==> src/hw/rtl/hrs_pkg.sv <==
// Shared constants and codes for the histogram rank select block.
`default_nettype none

package hrs_pkg;

	// Histogram geometry: counters are packed several to a memory row.
	localparam int NUM_VALUES  = 256;
	localparam int COUNT_WIDTH = 4;
	localparam int LANES       = 8;
	localparam int ROWS        = NUM_VALUES / LANES;
	localparam int LANE_W      = $clog2(LANES);
	localparam int ROW_W       = $clog2(ROWS);
	localparam int WORD_W      = LANES * COUNT_WIDTH;
	localparam int TOTAL_W     = $clog2(NUM_VALUES * ((1 << COUNT_WIDTH) - 1) + 1);

	// Field and register widths.
	localparam int VALUE_W   = 8;
	localparam int FUNC_W    = 3;
	localparam int STATUS_W  = 3;
	localparam int OCC_W     = 4;
	localparam int CFG_IDX_W = 2;
	localparam int CFG_W     = 8;

	typedef enum logic [FUNC_W-1:0] {
		OP_INSERT = 3'd0,
		OP_REMOVE = 3'd1,
		OP_CLEAR  = 3'd2,
		OP_READ   = 3'd3,
		OP_SELECT = 3'd4
	} func_t;

	typedef enum logic [STATUS_W-1:0] {
		ST_OK    = 3'd0,
		ST_RANGE = 3'd1,
		ST_OVER  = 3'd2,
		ST_UNDER = 3'd3,
		ST_FEW   = 3'd4
	} status_t;

	typedef enum logic [CFG_IDX_W-1:0] {
		REG_MAX_VALUE = 2'd0,
		REG_OCC_LIMIT = 2'd1,
		REG_RANK      = 2'd2
	} cfg_reg_t;

endpackage

`default_nettype wire

==> src/hw/rtl/histogram_rank_select.sv <==
// Histogram rank select: packed counter RAM with a read-modify-write sequencer.
//
// One input beat (func, value) is one operation on a histogram of 256 4-bit
// counters; every input beat yields exactly one output beat (result_value,
// status). Both channels use valid/ready. The configuration port (cfg_we,
// cfg_index, cfg_wdata) writes one register per cycle, chosen by cfg_index:
// the value limit, the occurrence limit or the rank.
// The counters live in a 32-row RAM, eight counters per row, with a
// registered read port, so a row arrives the cycle after its address.
// Insert, remove, clear and read on a value in range take one RAM read, and
// a changed counter is written back in S_LOOK before S_DONE loads the output.
// Select walks the rows one per cycle and adds the eight counters of a row
// in that cycle; it stops at the row where the total reaches the rank, or after the last row.
// The block works on one operation at a time and accepts a new input beat
// once the previous result has moved into the output register.
// Reset clears a valid bit per RAM row, so every counter reads zero right
// after reset with no clearing pass; configuration returns to 255, 9 and 5.
// When the receiver stalls, the result waits in the output register; one
// more finished result waits in the sequencer, which then holds off input.
`default_nettype none

module histogram_rank_select (
	input  wire logic                            clk,
	input  wire logic                            arst_n,
	input  wire logic                            in_valid,
	output logic                                 in_ready,
	input  wire logic [hrs_pkg::FUNC_W-1:0]      func,
	input  wire logic [hrs_pkg::VALUE_W-1:0]     value,
	output logic                                 out_valid,
	input  wire logic                            out_ready,
	output logic      [hrs_pkg::VALUE_W-1:0]     result_value,
	output logic      [hrs_pkg::STATUS_W-1:0]    status,
	input  wire logic                            cfg_we,
	input  wire logic [hrs_pkg::CFG_IDX_W-1:0]   cfg_index,
	input  wire logic [hrs_pkg::CFG_W-1:0]       cfg_wdata
);

	typedef enum logic [3:0] {
		S_IDLE = 4'b0001,
		S_LOOK = 4'b0010,
		S_SCAN = 4'b0100,
		S_DONE = 4'b1000
	} state_t;

	state_t state_q, state_d;

	// Configuration registers.
	logic [hrs_pkg::VALUE_W-1:0] max_value_q;
	logic [hrs_pkg::OCC_W-1:0]   max_occ_q;
	logic [hrs_pkg::VALUE_W-1:0] rank_q;

	// Operation in flight.
	hrs_pkg::func_t                func_s1;
	logic [hrs_pkg::VALUE_W-1:0]   value_s1;
	logic [hrs_pkg::ROW_W-1:0]     scan_q;
	logic [hrs_pkg::TOTAL_W-1:0]   total_q;
	logic [hrs_pkg::VALUE_W-1:0]   res_q, res_d;
	hrs_pkg::status_t              st_q, st_d;

	// Output register.
	logic                          out_valid_q;
	logic [hrs_pkg::VALUE_W-1:0]   result_q;
	hrs_pkg::status_t              status_q;
	logic                          load_out;

	// Counter RAM and per-row valid bits.
	logic                          ram_we;
	logic [hrs_pkg::ROW_W-1:0]     ram_waddr, ram_raddr;
	logic [hrs_pkg::WORD_W-1:0]    ram_wdata, ram_rdata;
	logic [hrs_pkg::ROWS-1:0]      row_vld_q;
	logic                          rvld_s1;
	logic [hrs_pkg::WORD_W-1:0]    row_data;

	// Single-counter update.
	logic [hrs_pkg::LANE_W-1:0]      look_lane;
	logic [hrs_pkg::COUNT_WIDTH-1:0] look_cnt, look_new;
	logic                            look_we;
	logic [hrs_pkg::VALUE_W-1:0]     look_res;
	hrs_pkg::status_t                look_st;
	logic [hrs_pkg::WORD_W-1:0]      look_wdata;

	// Row scan.
	logic [hrs_pkg::TOTAL_W-1:0] scan_total;
	logic                        scan_hit;
	logic [hrs_pkg::LANE_W-1:0]  scan_lane;

	logic accept;
	logic out_of_range;

	assign in_ready     = (state_q == S_IDLE);
	assign accept       = in_valid && in_ready;
	assign out_of_range = (value > max_value_q) || (int'(value) >= hrs_pkg::NUM_VALUES);

	hrs_ram #(
		.WIDTH (hrs_pkg::WORD_W),
		.DEPTH (hrs_pkg::ROWS)
	) u_count_ram (
		.clk   (clk),
		.we    (ram_we),
		.waddr (ram_waddr),
		.wdata (ram_wdata),
		.raddr (ram_raddr),
		.rdata (ram_rdata)
	);

	// A row never written reads as all-zero counts.
	assign row_data = rvld_s1 ? ram_rdata : '0;

	// Read-modify-write of one counter.
	always_comb begin
		look_lane = value_s1[hrs_pkg::LANE_W-1:0];
		look_cnt  = row_data[look_lane*hrs_pkg::COUNT_WIDTH +: hrs_pkg::COUNT_WIDTH];
		look_new  = look_cnt;
		look_we   = 1'b0;
		look_res  = '0;
		look_st   = hrs_pkg::ST_OK;
		case (func_s1)
			hrs_pkg::OP_INSERT: begin
				if (({1'b0, look_cnt} + 5'd1) > {1'b0, max_occ_q}) begin
					look_st = hrs_pkg::ST_OVER;
				end else begin
					look_new = look_cnt + 1'b1;
					look_we  = 1'b1;
				end
			end
			hrs_pkg::OP_REMOVE: begin
				if (look_cnt == '0) begin
					look_st = hrs_pkg::ST_UNDER;
				end else begin
					look_new = look_cnt - 1'b1;
					look_we  = 1'b1;
				end
			end
			hrs_pkg::OP_CLEAR: begin
				look_new = '0;
				look_we  = 1'b1;
			end
			hrs_pkg::OP_READ: begin
				look_res = hrs_pkg::VALUE_W'(look_cnt);
			end
			default: begin
				look_we = 1'b0;
			end
		endcase
		for (int l = 0; l < hrs_pkg::LANES; l++) begin
			look_wdata[l*hrs_pkg::COUNT_WIDTH +: hrs_pkg::COUNT_WIDTH] =
				(hrs_pkg::LANE_W'(l) == look_lane) ? look_new :
				row_data[l*hrs_pkg::COUNT_WIDTH +: hrs_pkg::COUNT_WIDTH];
		end
	end

	// Running total across one row; first lane whose prefix reaches the rank.
	always_comb begin
		scan_total = total_q;
		scan_hit   = 1'b0;
		scan_lane  = '0;
		for (int l = 0; l < hrs_pkg::LANES; l++) begin
			scan_total = scan_total +
				hrs_pkg::TOTAL_W'(row_data[l*hrs_pkg::COUNT_WIDTH +: hrs_pkg::COUNT_WIDTH]);
			if (!scan_hit && (scan_total >= hrs_pkg::TOTAL_W'(rank_q))) begin
				scan_hit  = 1'b1;
				scan_lane = hrs_pkg::LANE_W'(l);
			end
		end
	end

	// Sequencer.
	always_comb begin
		state_d   = state_q;
		res_d     = res_q;
		st_d      = st_q;
		ram_we    = 1'b0;
		ram_waddr = value_s1[hrs_pkg::LANE_W +: hrs_pkg::ROW_W];
		ram_wdata = look_wdata;
		ram_raddr = '0;
		load_out  = 1'b0;
		unique case (state_q)
			S_IDLE: begin
				ram_raddr = value[hrs_pkg::LANE_W +: hrs_pkg::ROW_W];
				if (accept) begin
					unique case (hrs_pkg::func_t'(func)) inside
						hrs_pkg::OP_INSERT, hrs_pkg::OP_REMOVE,
						hrs_pkg::OP_CLEAR, hrs_pkg::OP_READ: begin
							if (out_of_range) begin
								res_d   = '0;
								st_d    = hrs_pkg::ST_RANGE;
								state_d = S_DONE;
							end else begin
								state_d = S_LOOK;
							end
						end
						hrs_pkg::OP_SELECT: begin
							ram_raddr = '0;
							if (rank_q == '0) begin
								res_d   = '0;
								st_d    = hrs_pkg::ST_FEW;
								state_d = S_DONE;
							end else begin
								state_d = S_SCAN;
							end
						end
						default: begin
							res_d   = '0;
							st_d    = hrs_pkg::ST_OK;
							state_d = S_DONE;
						end
					endcase
				end
			end
			S_LOOK: begin
				ram_we  = look_we;
				res_d   = look_res;
				st_d    = look_st;
				state_d = S_DONE;
			end
			S_SCAN: begin
				ram_raddr = scan_q + 1'b1;
				if (scan_hit) begin
					res_d   = hrs_pkg::VALUE_W'({scan_q, scan_lane});
					st_d    = hrs_pkg::ST_OK;
					state_d = S_DONE;
				end else if (scan_q == hrs_pkg::ROW_W'(hrs_pkg::ROWS - 1)) begin
					res_d   = '0;
					st_d    = hrs_pkg::ST_FEW;
					state_d = S_DONE;
				end
			end
			S_DONE: begin
				if (!out_valid_q || out_ready) begin
					load_out = 1'b1;
					state_d  = S_IDLE;
				end
			end
			default: begin
				state_d = S_IDLE;
			end
		endcase
	end

	// Control state.
	always_ff @(posedge clk or negedge arst_n) begin
		if (!arst_n) begin
			state_q     <= S_IDLE;
			out_valid_q <= 1'b0;
			row_vld_q   <= '0;
			rvld_s1     <= 1'b0;
			max_value_q <= 8'd255;
			max_occ_q   <= 4'd9;
			rank_q      <= 8'd5;
		end else begin
			state_q <= state_d;
			rvld_s1 <= row_vld_q[ram_raddr];
			if (ram_we) begin
				row_vld_q[ram_waddr] <= 1'b1;
			end
			if (load_out) begin
				out_valid_q <= 1'b1;
			end else if (out_ready) begin
				out_valid_q <= 1'b0;
			end
			if (cfg_we) begin
				case (hrs_pkg::cfg_reg_t'(cfg_index))
					hrs_pkg::REG_MAX_VALUE: max_value_q <= cfg_wdata;
					hrs_pkg::REG_OCC_LIMIT: max_occ_q   <= cfg_wdata[hrs_pkg::OCC_W-1:0];
					hrs_pkg::REG_RANK:      rank_q      <= cfg_wdata;
					default:                max_value_q <= max_value_q;
				endcase
			end
		end
	end

	// Payload of the operation in flight and of the output beat.
	always_ff @(posedge clk) begin
		res_q <= res_d;
		st_q  <= st_d;
		if (accept) begin
			func_s1  <= hrs_pkg::func_t'(func);
			value_s1 <= value;
			scan_q   <= '0;
			total_q  <= '0;
		end else if (state_q == S_SCAN) begin
			scan_q  <= scan_q + 1'b1;
			total_q <= scan_total;
		end
		if (load_out) begin
			result_q <= res_q;
			status_q <= st_q;
		end
	end

	assign out_valid    = out_valid_q;
	assign result_value = result_q;
	assign status       = status_q;

	// The counter RAM is only written by a single-counter update.
	a_write_in_look: assert property (@(posedge clk) disable iff (!arst_n)
		ram_we |-> (state_q == S_LOOK))
		else $error("counter RAM written outside the update step");

	// Only a select walks the rows.
	a_scan_is_select: assert property (@(posedge clk) disable iff (!arst_n)
		(state_q == S_SCAN) |-> (func_s1 == hrs_pkg::OP_SELECT))
		else $error("row scan running for an operation other than select");

	// An accepted beat always starts work.
	a_accept_starts: assert property (@(posedge clk) disable iff (!arst_n)
		accept |=> (state_q != S_IDLE))
		else $error("accepted beat left the sequencer idle");

	// Every failed operation returns a zero result.
	a_error_zero: assert property (@(posedge clk) disable iff (!arst_n)
		(out_valid && (status != hrs_pkg::ST_OK)) |-> (result_value == '0))
		else $error("nonzero result on an error beat");

endmodule

`default_nettype wire

==> src/hw/rtl/hrs_ram.sv <==
// Generic single-port-write, single-port-read RAM with a registered read.
`default_nettype none

module hrs_ram #(
	parameter int WIDTH = 32,
	parameter int DEPTH = 32
) (
	input  wire logic                     clk,
	input  wire logic                     we,
	input  wire logic [$clog2(DEPTH)-1:0] waddr,
	input  wire logic [WIDTH-1:0]         wdata,
	input  wire logic [$clog2(DEPTH)-1:0] raddr,
	output logic      [WIDTH-1:0]         rdata
);

	logic [WIDTH-1:0] mem_q [DEPTH];

	// Write port and registered read port.
	always_ff @(posedge clk) begin
		if (we) begin
			mem_q[waddr] <= wdata;
		end
		rdata <= mem_q[raddr];
	end

endmodule

`default_nettype wire

==> config.mk <==
export PLATFORM = sky130hd
export DESIGN_NAME = histogram_rank_select
export DESIGN_NICKNAME = d
export VERILOG_FILES = /design/src/hw/rtl/hrs_pkg.sv /design/src/hw/rtl/histogram_rank_select.sv /design/src/hw/rtl/hrs_ram.sv
export SDC_FILE = /design/constraint.sdc
export NUM_CORES = 2
export LEC_CHECK = 0
export ABC_AREA = 1
export BUFFER_PORTS_ARGS = -buffer_cell sky130_fd_sc_hd__buf_4
export CELL_PAD_IN_SITES_DETAIL_PLACEMENT = 0
export CELL_PAD_IN_SITES_GLOBAL_PLACEMENT = 2
export CORE_MARGIN = 8
export CORE_UTILIZATION = 46
export DETAILED_ROUTE_END_ITERATION = 6
export PLACE_DENSITY_LB_ADDON = 0.1
export SYNTH_ARGS = -nofsm -noshare
export SYNTH_HDL_FRONTEND = slang
export SYNTH_HIERARCHICAL = 1
export SYNTH_SLANG_ARGS = --single-unit
==> constraint.sdc <==
create_clock -name clk -period 12.21 [get_ports clk]
set_input_delay 1.221 -clock clk [delete_from_list [all_inputs] [get_ports clk]]
set_output_delay 1.221 -clock clk [all_outputs]
set_load 0.05 [all_outputs]
After elaboration in Yosys (flattened, before gate mapping)
Memories as Yosys holds them, arrays and structs flattened. A register that Yosys moved wholly into a read port is not among the register bits.
Index checks and enable logic that the tools add are counted.

word-level totals
  memories kept = 1
  logic and storage cells = 171
  output and inout bits = 13
  register bits after elaboration = 108
  memory bits (writable) = 1,024

cells by class
  shift-type cells = 1
  magnitude comparators = 13
  add/subtract/negate cells = 12
  eq/ne operators = 26
  muxes and demuxes = 70
  reduce and logical (&&, ||, !) cells = 32
  bitwise operators = 1

memories
  memory             words  width  read ports  clocked after Yosys merged registers in  write ports  line           source
  u_count_ram.mem_q  32     32     1           1                                        1            hrs_ram.sv:16  logic [WIDTH-1:0] mem_q [DEPTH];

operators with widths
  operator                                                                       number
  12-bit by 4-bit adder with 12-bit output                                       8
  12-bit by 8-bit greater-or-equal comparator with 1-bit output                  8
  4-bit two-way mux                                                              17
  8-bit two-way mux                                                              5
  32-bit two-way mux                                                             1
  32-bit bitwise OR                                                              1
  32-bit by 6-bit indexed part select with 4-bit output                          1
  3-bit two-way mux                                                              10
  8-bit one-hot mux with 3 select lines                                          1
  1-bit two-way mux                                                              20
  4-bit one-hot mux with 4 select lines                                          1
  8-bit one-hot mux with 2 select lines                                          1
  3-bit by 2-bit == test with 1-bit output (second input constant)               4
  3-bit == test (first input constant)                                           4
  5-bit by 6-bit less-than comparator with 1-bit output (second input constant)  2
  3-bit one-hot mux with 2 select lines                                          2
  4-bit one-hot mux with 3 select lines                                          1
  5-bit two-way mux                                                              2
  5-bit one-hot mux with 2 select lines                                          1
  1-bit logical AND                                                              9
  3-bit logical NOT                                                              3
  3-bit one-hot mux with 3 select lines                                          1
  8-bit greater-than comparator                                                  1
  1-bit logical NOT                                                              8
  other kinds (36)                                                               43

Depth between registers and ports, before layout
  word-level depth = 27
  mapped depth = 50

Cells and area by module
The synthesis kept the hierarchy.

modules (own cells, without submodules)
  module                 cells each  area each (µm²)  times used
  hrs_ram                3,536       42,405.7         1
  histogram_rank_select  1,469       10,151.0         1

Least setup slack after synthesis
OpenSTA, ideal clock, no wires.

  kind = register to register
  start = register rvld_s1
  end = register res_q[0] (netlist bit) (enable)
  data arrival time = 7.603 ns
  data required time = 11.922 ns
  cell stages (with the launch flop) = 44
  path buffers = 2
  setup time = 0.288 ns
  setup slack = 4.318 ns
  path through = dfrtp_1 clkbuf_1 clkbuf_1 nand2_1 inv_1 ha_1 fa_1 inv_1 fa_1 fa_1 fa_1 inv_1 ha_1 a21oi_1 nor2_1 nor2_1 xor2_1 inv_1 [8 not listed] nor2_1 a211oi_1 nand3b_1 nand2_1 inv_1 ha_1 o21a_1 o21a_1 o21ai_0 nand2_1 a21oi_1 nand3_1 nor2_1 nand2_1 nor2_4 nand3_2 nand2_1 inv_1

between the ends
  elaborated cells on any way between the ends = 41

RTL lines
  element                                                            line                          source
  start, declared                                                    histogram_rank_select.sv:71   logic rvld_s1;
  start signal, assigned                                             histogram_rank_select.sv:252  rvld_s1 <= row_vld_q[ram_raddr];
  32-bit two-way mux (*)                                             histogram_rank_select.sv:107  assign row_data = rvld_s1 ? ram_rdata : '0;
  12-bit by 4-bit adder with 12-bit output (7 in a row)              histogram_rank_select.sv:158  scan_total = scan_total +
  12-bit by 4-bit adder with 12-bit output (*)                       histogram_rank_select.sv:158
  named net scan_total (one bit)                                     histogram_rank_select.sv:83   logic [hrs_pkg::TOTAL_W-1:0] scan_total;
  12-bit by 8-bit greater-or-equal comparator with 1-bit output (*)  histogram_rank_select.sv:160  if (!scan_hit && (scan_total >= hrs_pkg::TOTAL_W'(rank_q))) begin
  1-bit logical AND (*)                                              histogram_rank_select.sv:160
  1-bit two-way mux (*)                                              histogram_rank_select.sv:160
  3-bit != test (no line) (*)                                        -
  5-bit AND reduction (no line) (*)                                  -
  end signal, assigned                                               histogram_rank_select.sv:274  res_q <= res_d;
  end, declared                                                      histogram_rank_select.sv:57   logic [hrs_pkg::VALUE_W-1:0] res_q, res_d;

The timed path passes the listed nets; every way through them passes the cells marked *.
A chain may end at the register's enable or synchronous reset.

Worst setup path after layout
  start = register rvld_s1
  end = register res_q[1] (netlist bit) (enable)

The elaborated chain is that of the path after synthesis.

==> flow_metrics.tcl <==
set metrics [dict create \
    post_route_cells_drive_above_1_share 0.0929 \
    worst_pin_slew_ns 1.56 \
    synth-edff-count 1057 \
    grt_antenna_before_repair 1 \
    die_area_um2 125000 \
    dieHeight_um 354 \
    slowest_stage "fa_1" \
    cts_tree "yes" \
    drt.antenna.violating_nets 0 \
    cts_max_level 3 \
    setup_violations 0 \
    clockBufferDepth 3 \
    cts_resized 0 \
    worst-path-stages 44 \
    seq_area_um2 34200 \
    start_util 0.462 \
    final_util 0.510 \
    cp.required_ns 12.62 \
    ir_worst_vdd_mv 0.194 \
    n_fill_cell 10400 \
    ys_warn_count 6 \
    worstSetupEndpointType "flop" \
    max_cap_viol_count 0 \
    final_cell_mix "nand2_1 (1797), edfxtp_1 (1057), nand3_1 (840), inv_1 (242), nor2_1 (143)" \
    timing.final.crit_share 0.691 \
    synth_ff_type "edfxtp_1" \
    hpwl_um 86400 \
    cts_sinks 1164 \
    pin_count 39 \
    r2r-start "rvld_s1$_DFF_PN0_" \
    core_um2 114000 \
    max_freq_ghz 0.118 \
    crit_type "reg -> reg" \
    overflow 0 \
    hp-class "reg -> reg" \
    violations "max-slew violations" \
    cpLargestDelayFamily "adder cells" \
    p_leak_uw 0.0229 \
    r2r-end "res_q[1]$_DFFE_PP_" \
    startpoint_type "flop" \
    viasPerCell 5.41 \
    cp-endpoint "res_q[1]$_DFFE_PP_" \
    multi_input_area_um2 16100 \
    portBuffers 38 \
    yosysUniqueCellTypes 59 \
    gr-usage-all-layers 0.240 \
    final_common_cell "nand2_1" \
    avgSynthCellArea_um2 10.5 \
    fp.dieW_um 354 \
    diodes 0 \
    root_buffer "clkbuf_16" \
    fin_crit_ns 8.44 \
    ys_async_sr_fraction 0.0498 \
    routed_wl_um 153000 \
    insertion_delay_ns 0.74 \
    post_cts_buffers 0 \
    ys_seq_area_frac 0.651 \
    cpMostUsedCell "ha_1" \
    grt_pass1_wl_um 228000 \
    dr_total_vias 35900 \
    clk_pin_slew_ns 0.06 \
    drv_slew 64 \
    rsz0062_at_grt "no" \
    drc 0 \
    relSlewSlack -0.0392 \
    netlist_area_um2 52600 \
    hold_violations 0 \
    tns_ns 0 \
    cts_hold_buf 0 \
    cts_made_buffers 120 \
    syn2layout_area_growth_pct 10.6 \
    dr.pass1.iters 5 \
    crit_arrival_ns 8.85 \
    powerDensity_nw_per_um2 256 \
    critPathMaxStageDelay_ns 0.45 \
    p_total_uw 14900 \
    finClkSkew_ns 0.0432 \
    cp_max_fo 33 \
    drt_iter0_drc 3238 \
    wl_per_cell_um 23.1 \
    reg2reg_slack_ns 3.77 \
    critPathBufInv 8 \
    ys_ff_latch 1164 \
    status "finished, violations left" \
    grt_max_degree 226 \
    syn_nets 5151 \
    syn_inst 5005 \
    crit_start "rvld_s1$_DFF_PN0_" \
    placementRows 124 \
    r2r.worst_path.cells 44 \
    grt_pass1_vias 34500 \
    gp_congestion 0.832 \
    final_nets 5166 \
]
## layer usage
| metal | up-vias | part of all wire | global-route usage |
|---|---|---|---|
| li1 | 17200 | - | - |
| met1 | 17700 | 0.46 | 0.346 |
| met2 | 898 | 0.47 | 0.393 |
| met3 | 163 | 0.051 | 0.0260 |
| met4 | 0 | 0.018 | 0.0509 |
| met5 | - | 0 | 0 |
## layout make-up
type | instances | area share
Clock buffer | 164 | 0.0561
Clock inverter | 61 | 0.0105
Inverter | 278 | 0.0187
Multi-Input combinational cell | 3329 | 0.277
Sequential cell | 1164 | 0.588
Tap cell | 1512 | 0.0326
Timing Repair Buffer | 127 | 0.0168
## logic make-up after synthesis
logic type,Yosys count,share of synthesized area
DFF,1164,0.651
xor gates and xnor gates,25,0.00417
and+or+nand+nor,2914,0.234
AOI/OAI and AO/OA,270,0.0307
adders and majority gates,120,0.0297
buffers and inverters,512,0.0505
## stage by stage
step / worst slack, ns / std cells / cell area (um^2) / hold WS, ns
3_5_place_dp: 3.75 / 6410 / 54200 / 0.406
4_1_cts: 3.72 / 6635 / 58100 / 0.420
5_1_grt: 2.88 / 6635 / 58100 / 0.425
2_1_floorplan: 4.32 / 5005 / 52600 / 0.400
3_3_place_gp: 3.65 / 6410 / 54200 / 0.412
6_report: 3.77 / 6635 / 58100 / 0.418
## report_power, final
part           switching, uW  total (uW)  internal (uW)
logic                   4250        6240           1980
registers                106        5010           4910
clock network           1550        3620           2080
total                   5910       14900           8970
## Yosys cell counts, drive strengths merged (2+ instances only)
| cell type | number | area, um^2 |
|---|---|---|
| o21a | 21 | 158 |
| o22ai | 9 | 56.3 |
| nor3b | 2 | 15.0 |
| o221ai | 4 | 35.0 |
| o2111ai | 3 | 26.3 |
| o311ai | 2 | 17.5 |
| nand3b | 7 | 68.8 |
| a31oi | 10 | 62.6 |
| a31o | 18 | 158 |
| nand3 | 849 | 4300 |
| ha | 112 | 1400 |
| buf | 194 | 1450 |
| o211ai | 6 | 45.0 |
| edfxtp | 1057 | 31700 |
| fa | 8 | 160 |
| nor3 | 23 | 115 |
| a21boi | 9 | 67.6 |
| and2 | 3 | 18.8 |
| dfstp | 13 | 342 |
| a21o | 4 | 30.0 |
| o21ai | 113 | 566 |
| xor2 | 8 | 70.1 |
| nor4 | 3 | 18.8 |
| inv | 274 | 1040 |
| dfxtp | 49 | 981 |
| nand2 | 1827 | 6960 |
| clkinv | 4 | 15.0 |
| nor2 | 188 | 748 |
| dfrtp | 45 | 1130 |
| a211oi | 4 | 30.0 |
| a21oi | 58 | 290 |
| clkbuf | 40 | 151 |
| nand4 | 11 | 68.8 |
| xnor2 | 17 | 149 |
| o21bai | 4 | 30.0 |
## worst min-delay path by stage
stage / from / end / slack, ns / cells after the start
floorplan: res_q[0]$_DFFE_PP_ / result_value[0]$_DFFE_PP_ / 0.40 / 0
global placement: st_q[2]$_DFFE_PP_ / status[2]$_DFFE_PP_ / 0.41 / 0
detailed placement: res_q[6]$_DFFE_PP_ / result_value[6]$_DFFE_PP_ / 0.41 / 0
CTS: res_q[6]$_DFFE_PP_ / result_value[6]$_DFFE_PP_ / 0.42 / 0
global route: st_q[1]$_DFFE_PP_ / status[1]$_DFFE_PP_ / 0.42 / 0
finish: res_q[6]$_DFFE_PP_ / result_value[6]$_DFFE_PP_ / 0.42 / 0
## flip-flops by register name, summed over array words and instances (netlist names), 4 cells and up
| signal | count |
|---|---|
| state_q | 4 |
| u_count_ram/rdata | 32 |
| max_occ_q | 4 |
| rank_q | 8 |
| max_value_q | 8 |
| u_count_ram/mem_q | 1024 |
| scan_q | 5 |
| res_q | 8 |
| row_vld_q | 32 |
| total_q | 12 |
| value_s1 | 8 |
| result_value | 8 |
Note: power is estimated with default switching activity, not from simulation.
